--- config.mk ---
export PLATFORM = sky130hd
export DESIGN_NAME = fcf_lane
export DESIGN_NICKNAME = d
export VERILOG_FILES = /design/src/hdl/foot_contact_filter_core_macros.svh /design/src/hdl/fcf_pkg.sv /design/src/hdl/fcf_lane.sv
export SDC_FILE = /design/constraint.sdc
export NUM_CORES = 2
export LEC_CHECK = 0
export BUFFER_PORTS_ARGS = -buffer_cell sky130_fd_sc_hd__buf_2
export CORE_MARGIN = 1
export CORE_UTILIZATION = 45
export CTS_CLUSTER_DIAMETER = 50
export DETAILED_ROUTE_END_ITERATION = 12
export GPL_TIMING_DRIVEN = 0
export PLACE_DENSITY = 0.67
export SLEW_MARGIN = 25
export SYNTH_ARGS = -nofsm -noshare
export SYNTH_HDL_FRONTEND = slang
export SYNTH_SLANG_ARGS = --single-unit
--- constraint.sdc ---
create_clock -name clk -period 33.6 [get_ports clk]
set_input_delay 5.04 -clock clk [delete_from_list [all_inputs] [get_ports clk]]
set_output_delay 5.04 -clock clk [all_outputs]
set_load 0.05 [all_outputs]
--- src/hdl/foot_contact_filter_core_macros.svh ---
// ----------------------------------------------------------------------------
// Foot contact filter assertion macros
// Shorthand for clocked, reset-qualified checks used inside the block.
// ----------------------------------------------------------------------------
`ifndef FOOT_CONTACT_FILTER_CORE_MACROS_SVH
`define FOOT_CONTACT_FILTER_CORE_MACROS_SVH

// The consequent must hold in the same cycle as the antecedent.
`define FCF_ASSERT_NOW(lbl, ante, cons, msg) \
	lbl: assert property (@(posedge clk) disable iff (!arst_n) (ante) |-> (cons)) \
		else $error(msg);

// The consequent must hold in the cycle after the antecedent.
`define FCF_ASSERT_NEXT(lbl, ante, cons, msg) \
	lbl: assert property (@(posedge clk) disable iff (!arst_n) (ante) |=> (cons)) \
		else $error(msg);

`endif

--- src/hdl/fcf_pkg.sv ---
// ----------------------------------------------------------------------------
// Foot contact filter package
// Item types, register codes and fixed-point constants shared by the block.
// ----------------------------------------------------------------------------
package fcf_pkg;

	localparam int LEGS = 4;

	typedef enum logic [1:0] {
		KIND_FORCE  = 2'd0,
		KIND_HEIGHT = 2'd1,
		KIND_PHASE  = 2'd2
	} kind_t;

	typedef enum logic [1:0] {
		REG_FORCE_THR  = 2'd0,
		REG_HEIGHT_THR = 2'd1,
		REG_ALPHA      = 2'd2
	} reg_idx_t;

	localparam logic signed [31:0] PRESS_Q16 = 32'sd1310720;
	localparam logic signed [31:0] HALF_Q16  = 32'sd32768;
	localparam logic [16:0]        ONE_Q16   = 17'd65536;

	localparam logic signed [31:0] FORCE_THR_RST  = 32'sd655360;
	localparam logic [30:0]        HEIGHT_THR_RST = 31'd1311;
	localparam logic [16:0]        ALPHA_RST      = 17'd45875;

	typedef struct packed {
		logic [1:0]         kind;
		logic signed [31:0] leg0_value;
		logic signed [31:0] leg1_value;
		logic signed [31:0] leg2_value;
		logic signed [31:0] leg3_value;
		logic signed [31:0] ground_level;
	} sample_t;

	typedef struct packed {
		logic signed [31:0] leg0_force;
		logic signed [31:0] leg1_force;
		logic signed [31:0] leg2_force;
		logic signed [31:0] leg3_force;
		logic               leg0_contact;
		logic               leg1_contact;
		logic               leg2_contact;
		logic               leg3_contact;
	} result_t;

	// Load strobes from the pipeline control, shared by all lanes.
	typedef struct packed {
		logic load_s1;
		logic load_s2;
	} lane_ctl_t;

	function automatic logic [LEGS-1:0][31:0] sample_values(input sample_t s);
		logic [LEGS-1:0][31:0] v;
		v[0] = s.leg0_value;
		v[1] = s.leg1_value;
		v[2] = s.leg2_value;
		v[3] = s.leg3_value;
		return v;
	endfunction

	function automatic result_t pack_result(input logic [LEGS-1:0][31:0] f,
	                                        input logic [LEGS-1:0] c);
		result_t r;
		r.leg0_force   = f[0];
		r.leg1_force   = f[1];
		r.leg2_force   = f[2];
		r.leg3_force   = f[3];
		r.leg0_contact = c[0];
		r.leg1_contact = c[1];
		r.leg2_contact = c[2];
		r.leg3_contact = c[3];
		return r;
	endfunction

endpackage

--- src/hdl/fcf_lane.sv ---
// ----------------------------------------------------------------------------
// Foot contact filter lane
// Forms one leg's raw force and runs its exponential filter state.
// ----------------------------------------------------------------------------
module fcf_lane (
	input  logic               clk,
	input  logic               arst_n,
	input  fcf_pkg::lane_ctl_t ctl,
	input  logic [1:0]         kind,
	input  logic signed [31:0] value,
	input  logic signed [31:0] ground,
	input  logic [30:0]        height_thr,
	input  logic [16:0]        alpha,
	output logic signed [31:0] force_val
);
	import fcf_pkg::*;

	logic signed [32:0] height_diff;
	logic [32:0]        dist_mag;
	logic               near;
	logic               low_phase;
	logic signed [31:0] raw;
	logic signed [31:0] raw_s1;
	logic signed [31:0] smoothed_q;
	logic signed [32:0] diff;
	logic signed [17:0] alpha_s;
	logic signed [50:0] prod;
	logic signed [31:0] update;

	assign height_diff = {value[31], value} - {ground[31], ground};
	assign dist_mag    = height_diff[32] ? 33'(-height_diff) : 33'(height_diff);
	assign near        = dist_mag < {2'b00, height_thr};
	assign low_phase   = value < HALF_Q16;

	always_comb begin
		case (kind_t'(kind))
			KIND_FORCE:  raw = value;
			KIND_HEIGHT: raw = near ? PRESS_Q16 : 32'sd0;
			KIND_PHASE:  raw = low_phase ? PRESS_Q16 : 32'sd0;
			default:     raw = 32'sd0;
		endcase
	end

	always_ff @(posedge clk) begin
		if (ctl.load_s1) begin
			raw_s1 <= raw;
		end
	end

	// alpha*s + (1-alpha)*raw equals raw + alpha*(s - raw); the raw term has
	// no fraction bits, so flooring the product alone gives the same result.
	assign diff    = {smoothed_q[31], smoothed_q} - {raw_s1[31], raw_s1};
	assign alpha_s = {1'b0, alpha};
	assign prod    = alpha_s * diff;
	assign update  = raw_s1 + prod[47:16];

	always_ff @(posedge clk or negedge arst_n) begin
		if (!arst_n) begin
			smoothed_q <= 32'sd0;
		end else if (ctl.load_s2) begin
			smoothed_q <= update;
		end
	end

	assign force_val = smoothed_q;

endmodule

Word-level counts from Yosys, hierarchy flattened. Index checks and enable logic that the tools add are counted.

Input bits: 118. Bits in registers: 64.

$add $sub $neg: 4. Multiplexer cells: 4. Eq/ne operators: 2. Magnitude comparators: 2. Multipliers: 1. Reductions and logical operators: 1.

Operator list (count): $pmux 32 s3 (1); $sub 32x32->33 (2); $mul 18x33->48 (1); $mux 21 (2); $lt 33x31->1 (1); $mux 33 (1); $neg 33->33 (1); $add 32x32->32 (1); $lt 32x17->1 const B (1); $eq 2x1->1 const B (1); $eq 2x2->1 const B (1); $logic_not 2->1 (1).

Logic depth before layout (Yosys ltp).
Depth after elaboration: 6. Depth in mapped cells: 52. Depth with buffers taken out: 51.

Worst setup path after synthesis. No wires, ideal clock.

Path kind: input port to flip-flop. From: input port alpha[11]. To: register smoothed_q[31] (netlist: force_val[31]). Path slack: 20.212 ns. Arrival: 13.263 ns. Library setup time: 0.125 ns. Buffers on the path: 1. Required time: 33.475 ns. Cell stages on the path: 36. Cell sequence: clkbuf_1 nand2_1 fa_1 inv_1 fa_1 inv_1 fa_1 fa_1 inv_1 fa_1 inv_1 fa_1 inv_1 ha_1 a21o_1 a21oi_1 o21a_1 o31ai_1 o31ai_1 o21ai_1 a41oi_1 a21bo_2 nand2b_1 a21oi_1 xnor2_1 ha_1 a211oi_1 nand2_1 nor4_1 nand3_1 a31o_2 a21oi_1 nor2b_1 o41ai_1 xnor3_1 mux2_2.

Longest elaborated chain between the ends: 2.

RTL lines: start: declaration (RTL line fcf_lane.sv:13) `input logic [16:0] alpha,`; $mul 18x33->48 (RTL line fcf_lane.sv:54) `assign prod = alpha_s * diff;`; $add 32x32->32 (RTL line fcf_lane.sv:55) `assign update = raw_s1 + prod[47:16];`; end signal: assignment (RTL line fcf_lane.sv:61) `smoothed_q <= update;`; end: declaration (RTL line fcf_lane.sv:24) `logic signed [31:0] smoothed_q;`.

Every way passes these cells. A chain may end at the register's enable or synchronous reset.

Final worst setup path.
From: input port alpha[7]. To: register smoothed_q[31] (netlist: force_val[31]).

Same word-level chain as after synthesis.

==> qor.txt <==
Hold buffers post-CTS - 0
Clock transition at path regs - 50 ps
Hold path depth - 1
Initial antenna violation count - 1
Net Count, Synth - 4058
Clock sink total - 64
Final worst setup slack - 18080 ps
CTS tree - yes
Critical R2R Capture - force_val[31]
Core ar. - 60200 µm²
Routed len/inst - 17.7 µm
Max-cap viol count - 0
Fill cell count - 5788
Fin crit period - 15520 ps
Fin crit share - 46.2%
Routed vias/inst - 5.15
Place WS - 17710 ps
Count of final hold-check violations - 0
Synth cell types - 78
Die span in x - 249 µm
Area delta synth->final - 7.57%
EDFF count, synth - 32
Worst hold start - force_val[30]
Final Skew - 13.6 ps
H-Tree Depth - 3
Mean Syn Cell Area - 8.60 µm²
Mapped cell area - 27400 µm²
Slew margin rel. - 25.6%
Top sig layer - met4
Largest net degree at the start of global routing - 33
TNS Setup - 0 ps
Area leader, netlist - fa_1
Met3 Wirelength - 5150 µm
TritonCTS buffer count - 9
Count leader, synth - inv_1
Critical Path Max Stage Delay - 880 ps
First drt pass iteration count - 5
Metal2 WL - 34300 µm
WP data arrival - 15750 ps
Max Fclk - 64.4 MHz
#FFs+latches synth - 64
Yosys warning total - 0
Max Fanout on Critical Path - 10
Share of layout cells above drive strength 1 - 6.45%
I/O pin cnt - 150
Clk buf depth - 2
Most used flip-flop cell after synthesis - edfxtp_1
I/O Buffers - 148
Gr ovfl total - 0
DRT Wirelength - 73100 µm
Hold path endpoint - force_val[30]
CTS resizes - 0
DR vias - 21300
Share of the synthesized area in the top cell type - 37.8%
DRC viols - 0
Crit path kind - in2reg
Critical Path Slowest Stage Cell - a2111oi_1
Status - finished clean
Most frequent CP cell - fa_1
Register area share after synthesis - 6.43%
Post-CTS Setup Inserts - 0
WP data required - 33830 ps
Synth top area cells - fa_1 (38%), ha_1 (11%), inv_1 (10%), and2_1 (7.4%), nand2_1 (4.3%)
Vias in the first global route - 22400
Worst R2R Start - raw_s1[0]
Routability Congestion - 0.922
Final setup violation count - 0
Cells after synthesis - 3183
Slew @ Worst Pin - 1110 ps
CP endpoint kind - flip-flop
Min-Delay Path Class - reg2reg
Top post-synthesis cells by count - inv_1 (760), fa_1 (517), and2_1 (323)
Nets - 4217
Share of flip-flops with an asynchronous set or reset - 50.0%
Starting Density - 45.5%
Final Max Tran Viols - 0
Setup crit start kind - primary input
Met1 WL - 31100 µm
Skew-Pair Late Insertion Delay - 350 ps
R2R setup slack - 19760 ps
1st-iter DRT viols - 1271
Row Count - 90
RSZ-0062 raised after global routing - false
Die area - 61800 µm²
DP HPWL - 63700 µm
R2R cell count - 49
GRT Total Usage - 24.5%
Root Buffer Master - clkbuf_16
Post-route ant nets - 0
Chip height - 249 µm
First-pass GRT wire length - 118000 µm
## stage by stage
stage	instances	util, %	hold slack, ps	cell area (µm²)
2_1_floorplan	3183	-	583	27400
3_3_place_gp	4113	48.3	519	29100
3_5_place_dp	4113	48.3	521	29100
4_1_cts	4129	48.9	536	29400
5_1_grt	4129	48.9	566	29500
6_report	4130	48.9	539	29500
## routing by layer
layer / vias up / track usage [%]
met1: 10400 / 32.0
met2: 698 / 41.0
met3: 122 / 4.19
li1: 10100 / -
met4: 0 / 8.52
met5: - / 0
## registers in the layout, indices dropped and copies added, names as in the netlist
register and count:
raw_s1 32, force_val 32
## critical path: cells and delay by family
kind                       cells  cell delay (ps)
adders and majority gates      8             3180
muxes                          1              260
and+or+nand+nor                7             1150
AOI/OAI and AO/OA             12             4420
buffers and inverters          5              990
xor gates and xnor gates       2              670
## cells by family after synthesis
kind of cell               Yosys count  share of synthesized area (%)
xor gates and xnor gates           142                           4.59
buffers and inverters              867                           11.9
and+or+nand+nor                    926                           17.4
muxes                               24                          0.982
adders and majority gates          757                           48.8
AOI/OAI and AO/OA                  403                           9.96
DFF                                 64                           6.43
## final cells by class
class / count / area, µm² / share of cell area (%)
clock buffers: 9 / 225 / 0.765
multi-input cells: 2252 / 22400 / 76.0
diodes: 1 / 2.50 / 0.00849
plain buffers: 107 / 402 / 1.36
flip-flops and latches: 64 / 1760 / 5.98
well taps: 782 / 978 / 3.32
repair buffers: 148 / 741 / 2.51
inverters: 760 / 2850 / 9.68
clock inverters: 7 / 95.1 / 0.323
## layout by cell type (no fill, tap or decap), types with 10 or more instances in the layout
cell / instances
nor2_1: 88
clkbuf_1: 104
nand2b_1: 20
o21bai_1: 10
a211oi_1: 12
inv_1: 760
o21ai_0: 62
ha_1: 240
edfxtp_1: 32
nand4_1: 12
o31ai_1: 13
nor4_1: 11
or3_1: 11
xor2_1: 42
nand2_1: 312
a21o_1: 53
nor3_1: 37
o21a_1: 35
a31oi_1: 13
buf_2: 148
a21oi_1: 111
mux2_2: 23
fa_1: 517
and2_1: 323
nor2b_1: 45
dfrtp_1: 32
nand3_1: 27
and3_1: 15
xnor2_1: 95
## worst max path at each step
| stage | start | to | slack [ps] | depth (start not counted) |
|---|---|---|---|---|
| after global routing | alpha[7] | force_val[31] | 17420 | 35 |
| after detailed placement | alpha[7] | force_val[31] | 17710 | 35 |
| final | alpha[7] | force_val[31] | 18080 | 35 |
| after CTS | alpha[7] | force_val[31] | 18020 | 35 |
| after global placement | alpha[7] | force_val[31] | 17430 | 35 |
| after floorplan | alpha[11] | force_val[31] | 20210 | 36 |
Power is left out: the tool's default activity adds up to more than one toggle a clock period on the data nets, which glitch-free logic cannot reach.
