`src/hdl/foot_contact_filter_core_macros.svh`:
```
// ----------------------------------------------------------------------------
// Foot contact filter assertion macros
// Shorthand for clocked, reset-qualified checks used inside the block.
// ----------------------------------------------------------------------------
`ifndef FOOT_CONTACT_FILTER_CORE_MACROS_SVH
`define FOOT_CONTACT_FILTER_CORE_MACROS_SVH

// The consequent must hold in the same cycle as the antecedent.
`define FCF_ASSERT_NOW(lbl, ante, cons, msg) \
	lbl: assert property (@(posedge clk) disable iff (!arst_n) (ante) |-> (cons)) \
		else $error(msg);

// The consequent must hold in the cycle after the antecedent.
`define FCF_ASSERT_NEXT(lbl, ante, cons, msg) \
	lbl: assert property (@(posedge clk) disable iff (!arst_n) (ante) |=> (cons)) \
		else $error(msg);

`endif

```
`src/hdl/fcf_pkg.sv`:
```
// ----------------------------------------------------------------------------
// Foot contact filter package
// Item types, register codes and fixed-point constants shared by the block.
// ----------------------------------------------------------------------------
package fcf_pkg;

	localparam int LEGS = 4;

	typedef enum logic [1:0] {
		KIND_FORCE  = 2'd0,
		KIND_HEIGHT = 2'd1,
		KIND_PHASE  = 2'd2
	} kind_t;

	typedef enum logic [1:0] {
		REG_FORCE_THR  = 2'd0,
		REG_HEIGHT_THR = 2'd1,
		REG_ALPHA      = 2'd2
	} reg_idx_t;

	localparam logic signed [31:0] PRESS_Q16 = 32'sd1310720;
	localparam logic signed [31:0] HALF_Q16  = 32'sd32768;
	localparam logic [16:0]        ONE_Q16   = 17'd65536;

	localparam logic signed [31:0] FORCE_THR_RST  = 32'sd655360;
	localparam logic [30:0]        HEIGHT_THR_RST = 31'd1311;
	localparam logic [16:0]        ALPHA_RST      = 17'd45875;

	typedef struct packed {
		logic [1:0]         kind;
		logic signed [31:0] leg0_value;
		logic signed [31:0] leg1_value;
		logic signed [31:0] leg2_value;
		logic signed [31:0] leg3_value;
		logic signed [31:0] ground_level;
	} sample_t;

	typedef struct packed {
		logic signed [31:0] leg0_force;
		logic signed [31:0] leg1_force;
		logic signed [31:0] leg2_force;
		logic signed [31:0] leg3_force;
		logic               leg0_contact;
		logic               leg1_contact;
		logic               leg2_contact;
		logic               leg3_contact;
	} result_t;

	// Load strobes from the pipeline control, shared by all lanes.
	typedef struct packed {
		logic load_s1;
		logic load_s2;
	} lane_ctl_t;

	function automatic logic [LEGS-1:0][31:0] sample_values(input sample_t s);
		logic [LEGS-1:0][31:0] v;
		v[0] = s.leg0_value;
		v[1] = s.leg1_value;
		v[2] = s.leg2_value;
		v[3] = s.leg3_value;
		return v;
	endfunction

	function automatic result_t pack_result(input logic [LEGS-1:0][31:0] f,
	                                        input logic [LEGS-1:0] c);
		result_t r;
		r.leg0_force   = f[0];
		r.leg1_force   = f[1];
		r.leg2_force   = f[2];
		r.leg3_force   = f[3];
		r.leg0_contact = c[0];
		r.leg1_contact = c[1];
		r.leg2_contact = c[2];
		r.leg3_contact = c[3];
		return r;
	endfunction

endpackage

```
`src/hdl/fcf_merge.sv`:
```
// ----------------------------------------------------------------------------
// Foot contact filter merge stage
// Compares the lane forces with the threshold and holds the result item.
// ----------------------------------------------------------------------------
module fcf_merge (
	input  logic                                clk,
	input  logic                                arst_n,
	input  logic                                valid_in,
	input  logic [fcf_pkg::LEGS-1:0][31:0]      force_vals,
	input  logic signed [31:0]                  force_thr,
	output logic                                advance,
	output logic                                result_valid,
	input  logic                                result_ready,
	output fcf_pkg::result_t                    result
);
	import fcf_pkg::*;

	logic [LEGS-1:0] contact;
	logic            valid_q;
	result_t         result_q;

	always_comb begin
		for (int i = 0; i < LEGS; i++) begin
			contact[i] = $signed(force_vals[i]) > force_thr;
		end
	end

	assign advance = !valid_q || result_ready;

	always_ff @(posedge clk or negedge arst_n) begin
		if (!arst_n) begin
			valid_q <= 1'b0;
		end else if (advance) begin
			valid_q <= valid_in;
		end
	end

	always_ff @(posedge clk) begin
		if (advance && valid_in) begin
			result_q <= pack_result(force_vals, contact);
		end
	end

	assign result_valid = valid_q;
	assign result       = result_q;

endmodule

```
`config.mk`:
```
export PLATFORM = sky130hd
export DESIGN_NAME = fcf_merge
export DESIGN_NICKNAME = d
export VERILOG_FILES = /design/src/hdl/foot_contact_filter_core_macros.svh /design/src/hdl/fcf_pkg.sv /design/src/hdl/fcf_merge.sv
export SDC_FILE = /design/constraint.sdc
export NUM_CORES = 1
export LEC_CHECK = 0
export ABC_AREA = 1
export BUFFER_PORTS_ARGS = -buffer_cell sky130_fd_sc_hd__buf_2
export CORE_MARGIN = 2
export CORE_UTILIZATION = 49
export DETAILED_ROUTE_END_ITERATION = 8
export PLACE_DENSITY = 0.92
export SLEW_MARGIN = 20
export SYNTH_ARGS = -nofsm -noshare
export SYNTH_HDL_FRONTEND = slang
export SYNTH_SLANG_ARGS = --single-unit
```
`constraint.sdc`:
```
create_clock -name clk -period 8.8 [get_ports clk]
set_clock_uncertainty 0.2 [all_clocks]
set_input_delay 1.76 -clock clk [delete_from_list [all_inputs] [get_ports clk]]
set_output_delay 1.76 -clock clk [all_outputs]
set_load 0.03 [all_outputs]
```
* After elaboration in Yosys (flattened, before gate mapping)
Index checks and enable logic that the tools add are counted.
** Word-level totals
- Flip-flop bits (word level) :: 133
- Latch bits :: 0
- Bits in writable memories :: 0
- Bits in read-only memories :: 0
- Input port bits :: 164
- Output and inout port bits :: 134
- Logic and storage cells :: 16
- Memories :: 0
** Cells by class
- $add $sub $neg :: 0
- $mul :: 0
- Divide/modulo/power cells :: 0
- Magnitude comparators :: 4
- Equality and inequality tests :: 0
- Shift-type cells :: 0
- Mux-type cells :: 0
- Bitwise operators :: 0
- Reduce and logical (&&, ||, !) cells :: 3
** Operator list (count)
- > comparator 32 bit :: 4
- logical AND 1 bit :: 1
- zero test 1 bit :: 1
- logical OR 1 bit :: 1

* Logic depth before layout (Yosys ltp)
- Depth after elaboration :: 3
- Mapped depth :: 16
- Gate-level depth less buffers :: 16

* Worst setup path after synthesis
Ideal clock, no wire load.
- Path type :: input -> register
- Start point :: input port valid_in
- End point :: register result_q, in the netlist result[0], enable pin
- Library setup time :: 0.667 ns
- Arrival time :: 8.156 ns
- Required time :: 7.933 ns
- Setup slack :: -0.223 ns
- Cell stages on the path :: 2
- Buffers on the path :: 0
- Cells stage by stage :: inv_1 -> a21oi_1
** On the way
- Word-level cells in the longest chain between the ends :: 1
** Ends and longest elaborated chain
- start: declaration :: RTL line fcf_merge.sv:8 : input logic valid_in,
- logical AND 1 bit :: RTL line fcf_merge.sv:39 : if (advance && valid_in) begin
- end signal: assignment :: RTL line fcf_merge.sv:40 : result_q <= pack_result(force_vals, contact);
- end: declaration :: RTL line fcf_merge.sv:20 : result_t result_q;
Every way passes these cells.
A chain may end at the register's enable or synchronous reset.

* Worst setup path in the final report
- Start point :: input port result_ready
- End point :: output port advance
** On the way
- Word-level cells in the longest chain between the ends :: 1
** Ends and longest elaborated chain
- start: declaration :: RTL line fcf_merge.sv:13 : input logic result_ready,
- logical OR 1 bit :: RTL line fcf_merge.sv:28 : assign advance = !valid_q || result_ready;
- end: declaration :: RTL line fcf_merge.sv:11 : output logic advance,
Every way passes these cells.

==> results.txt <==
Sorting the synthesized cells by area gives the leading types as sky130_fd_sc_hd__edfxtp_1 56%, sky130_fd_sc_hd__ha_1 23%, sky130_fd_sc_hd__nand2_1 7.2%, sky130_fd_sc_hd__a21oi_1 4.6%, sky130_fd_sc_hd__inv_1 3.4%. Gates resized during post-CTS repair numbered 0. Root buffer cell: sky130_fd_sc_hd__clkbuf_16. The longest clock path from root to sink contains 2 buffers. For the number of antenna violations at the first check in global routing, the log shows 2. For this configuration, the core starts out at a cell density of 49.4%.

TritonCTS built the clock tree. For the setup TNS, the log shows 0 ns. The number of synthesized flops with an enable pin came out at 132. The final number of max-transition violations is 0. The total number of vias was 5,877; the distinct cell type count after synthesis was 17. The tools report the sequential element share of the synthesized area as 56.1%.

The die covers 15,500 sq um. The die is 124 um wide. Setup-violating endpoint count in the final report: 0.

The number of global-route vias before repair is 5,960. The worst setup path is captured at an output port. The post-route netlist has 35.4% of its cells at a drive strength greater than 1. During synthesis, Yosys emitted a total of 0 warnings. STA puts the critical path data arrival time at 2.24 ns. After clock tree synthesis, the flow added hold-fix buffers numbering 0.

Power spread over the standard cell area amounts to 180 nW/um^2. The total routing usage reported by global routing came out at 25.0%. The total DRC errors in the routed layout was 0; the height of the chip was 124 um. The row count is 44. In this run the worst path has a maximum fanout of 2.

The number of flip-flops and latches in the synthesized netlist works out to 133. The library cell with the highest instance count after synthesis was sky130_fd_sc_hd__nand2_1. The global-route wire length before repair was 29.9 mm; the peak ir drop on the vdd network was 124 uV. At the pin with the least slew margin, the transition time is 0.922 ns. In this run the biggest area consumer among cell types represents 55.8% of the synthesized area.

For this design, the sink count on the clock tree is 133. Based on the critical path, the design can be clocked at up to 238 MHz. The summed instance area of the synthesized netlist was 7100 sq um; the minimum clock period was 4.20 ns. After legalization and detailed placement, the total HPWL measured 15.6 mm. The remaining antenna violation count was 0. Among all flip-flop cells after synthesis, the most frequent one is sky130_fd_sc_hd__edfxtp_1. For this design the static power due to leakage is 0.00458 uW. Before antenna repair, the detailed router went through 5 iterations. The synthesized area divided by synthesized cell count is 11.6 sq um, and the latest clock arrival within the worst-skew pair is 0.42 ns. The run gives 612 as the post-synthesis instance total. Routability-driven placement finished with a final weighted congestion of 0.852. Wires add up to 19.4 mm. Sorting the synthesized cells by how often they occur yields 137 x sky130_fd_sc_hd__nand2_1, 132 x sky130_fd_sc_hd__edfxtp_1, 128 x sky130_fd_sc_hd__ha_1.

The tools report the area of the placeable core as 14,400 sq um. Buffers added to address setup during post-CTS repair amount to 0. After detailed routing, the number of vias per cell comes to 5.21.

Entering global routing, the biggest net connects 73 pins. Of all flip-flops after synthesis, the portion carrying an async set or reset was 0.752%. Number of placed I/O pins: 298. The flow ran to the end, and the final reports show no timing, DRC or antenna violations. The clock-pin slew reported for the worst setup and hold paths after clock tree synthesis was 0.05 ns; the net count of the finished layout was 1,222. The min-delay analysis places its worst path in the category flip-flop to flip-flop.

Measured against its own limit, the worst slew margin works out to 38.5%. Launching element type of the critical path: an input pin. Counting the buffers created by CTS gives 17. The post-route cell area was 9350 sq um; the instance area after placement was 8850 sq um. The post-route fraction of the period consumed by the critical path is 47.7%.

The critical path in this run is classified as input pin to output port. The remaining global-route overflow is 0, and the violation count after the first detailed-route iteration is 491. Timing analysis after detailed placement gives a worst setup slack of 4.60 ns. In the final routed layout, each cell accounts on average for 17.2 um. Setup repair after global routing left no endpoint under its margin.

The cell type with the largest total area after synthesis was sky130_fd_sc_hd__edfxtp_1. In this run the number of H-tree levels came out at 4. The synthesis-to-finish area growth is 31.6%, and the final worst slack is 4.60 ns. The final hold violation count was 0. Port buffering added 297 buffers. The logs give 904 for the synthesized netlist net count and 0 for the number of max-cap violations. The required time at the worst-slack endpoint was 6.84 ns.
final timing paths:
kind                           endpoint  depth (start not counted)         start  slack, ns
max                             advance                          4  result_ready       4.60
min                        result_valid                          2  result_valid       0.42
max reg2reg                   result[1]                          3  result_valid       6.11
min reg2reg                result_valid                          2  result_valid       0.42
max in group asynchronous  result_valid                          1        arst_n       7.41
min in group asynchronous  result_valid                          1        arst_n       0.90
kinds of logic (layout without fill, tap and decap cells):
| group | Yosys count | in the layout | synth area share, % |
|---|---|---|---|
| AND/OR/NAND/NOR | 199 | 199 | 11.4 |
| flip-flops | 133 | 133 | 56.1 |
| adder cells (fa/ha/maj) | 128 | 128 | 22.5 |
| AO/OA/AOI/OAI | 88 | 88 | 6.48 |
| buffers and inverters | 64 | 394 | 3.38 |
| other | 0 | 2 | 0 |
routing by layer:
layer / GRT usage, % / vias up / wire length, um
met1: 29.7 / 2736 / 7390
met2: 44.2 / 282 / 10000
met4: 9.58 / 0 / 576
met5: 0 / - / 0
li1: - / 2810 / -
met3: 5.80 / 49 / 1420
cell usage in the layout, fill, tap and decap left out, types with 2 or more instances in the layout:
cell	netlist	final
sky130_fd_sc_hd__inv_1	64	64
sky130_fd_sc_hd__o21a_1	7	7
sky130_fd_sc_hd__nor3b_2	2	2
sky130_fd_sc_hd__buf_2	0	297
sky130_fd_sc_hd__nand4_1	8	8
sky130_fd_sc_hd__clkinv_2	0	5
sky130_fd_sc_hd__nand2_1	137	137
sky130_fd_sc_hd__o21ai_0	15	15
sky130_fd_sc_hd__edfxtp_1	132	132
sky130_fd_sc_hd__nand3_1	6	6
sky130_fd_sc_hd__ha_1	128	128
sky130_fd_sc_hd__a21oi_1	65	64
sky130_fd_sc_hd__nor3_1	2	2
sky130_fd_sc_hd__buf_4	0	2
sky130_fd_sc_hd__clkinv_1	0	2
sky130_fd_sc_hd__diode_2	0	2
sky130_fd_sc_hd__clkinvlp_4	0	3
sky130_fd_sc_hd__nor2_1	39	39
sky130_fd_sc_hd__nor2_2	3	3
sky130_fd_sc_hd__clkbuf_1	0	3
sky130_fd_sc_hd__clkbuf_16	0	17
layout make-up:
cell class              instances  area [sq um]
fillers                      1065          5020
flip-flops and latches        133          3990
multi-input cells             415          2890
repair buffers                299          1500
clock buffers                  20           437
inverters                      64           240
well taps                     184           230
clock inverters                11          63.8
diodes                          2          5.00
critical path: stages:
cell and delay [ns]:
sky130_fd_sc_hd__buf_2 0.09, sky130_fd_sc_hd__inv_1 0.11, sky130_fd_sc_hd__nand2_1 0.08, sky130_fd_sc_hd__buf_2 0.19
sequential cells by signal, summed over array words and instances, names as in the netlist:
| signal | count |
|---|---|
| result_valid | 1 |
| result | 132 |
through the flow:
stage	utilization, %	hold WS (ns)	total power (uW)	cells
5_1_grt	65.1	0.468	1750	1128
6_report	65.1	0.422	1680	1128
4_1_cts	65.1	0.437	1690	1126
2_1_floorplan	-	0.709	959	612
3_5_place_dp	61.6	0.423	1080	1095
3_3_place_gp	61.6	0.410	1060	1095
report_power, final:
| part | leakage [uW] | switching (uW) | internal [uW] |
|---|---|---|---|
| Sequential | 0.00127 | 8.96 | 741 |
| Combinational | 0.00307 | 213 | 108 |
| Clock | 0.000240 | 259 | 353 |
(Power assumes the default switching activity.)
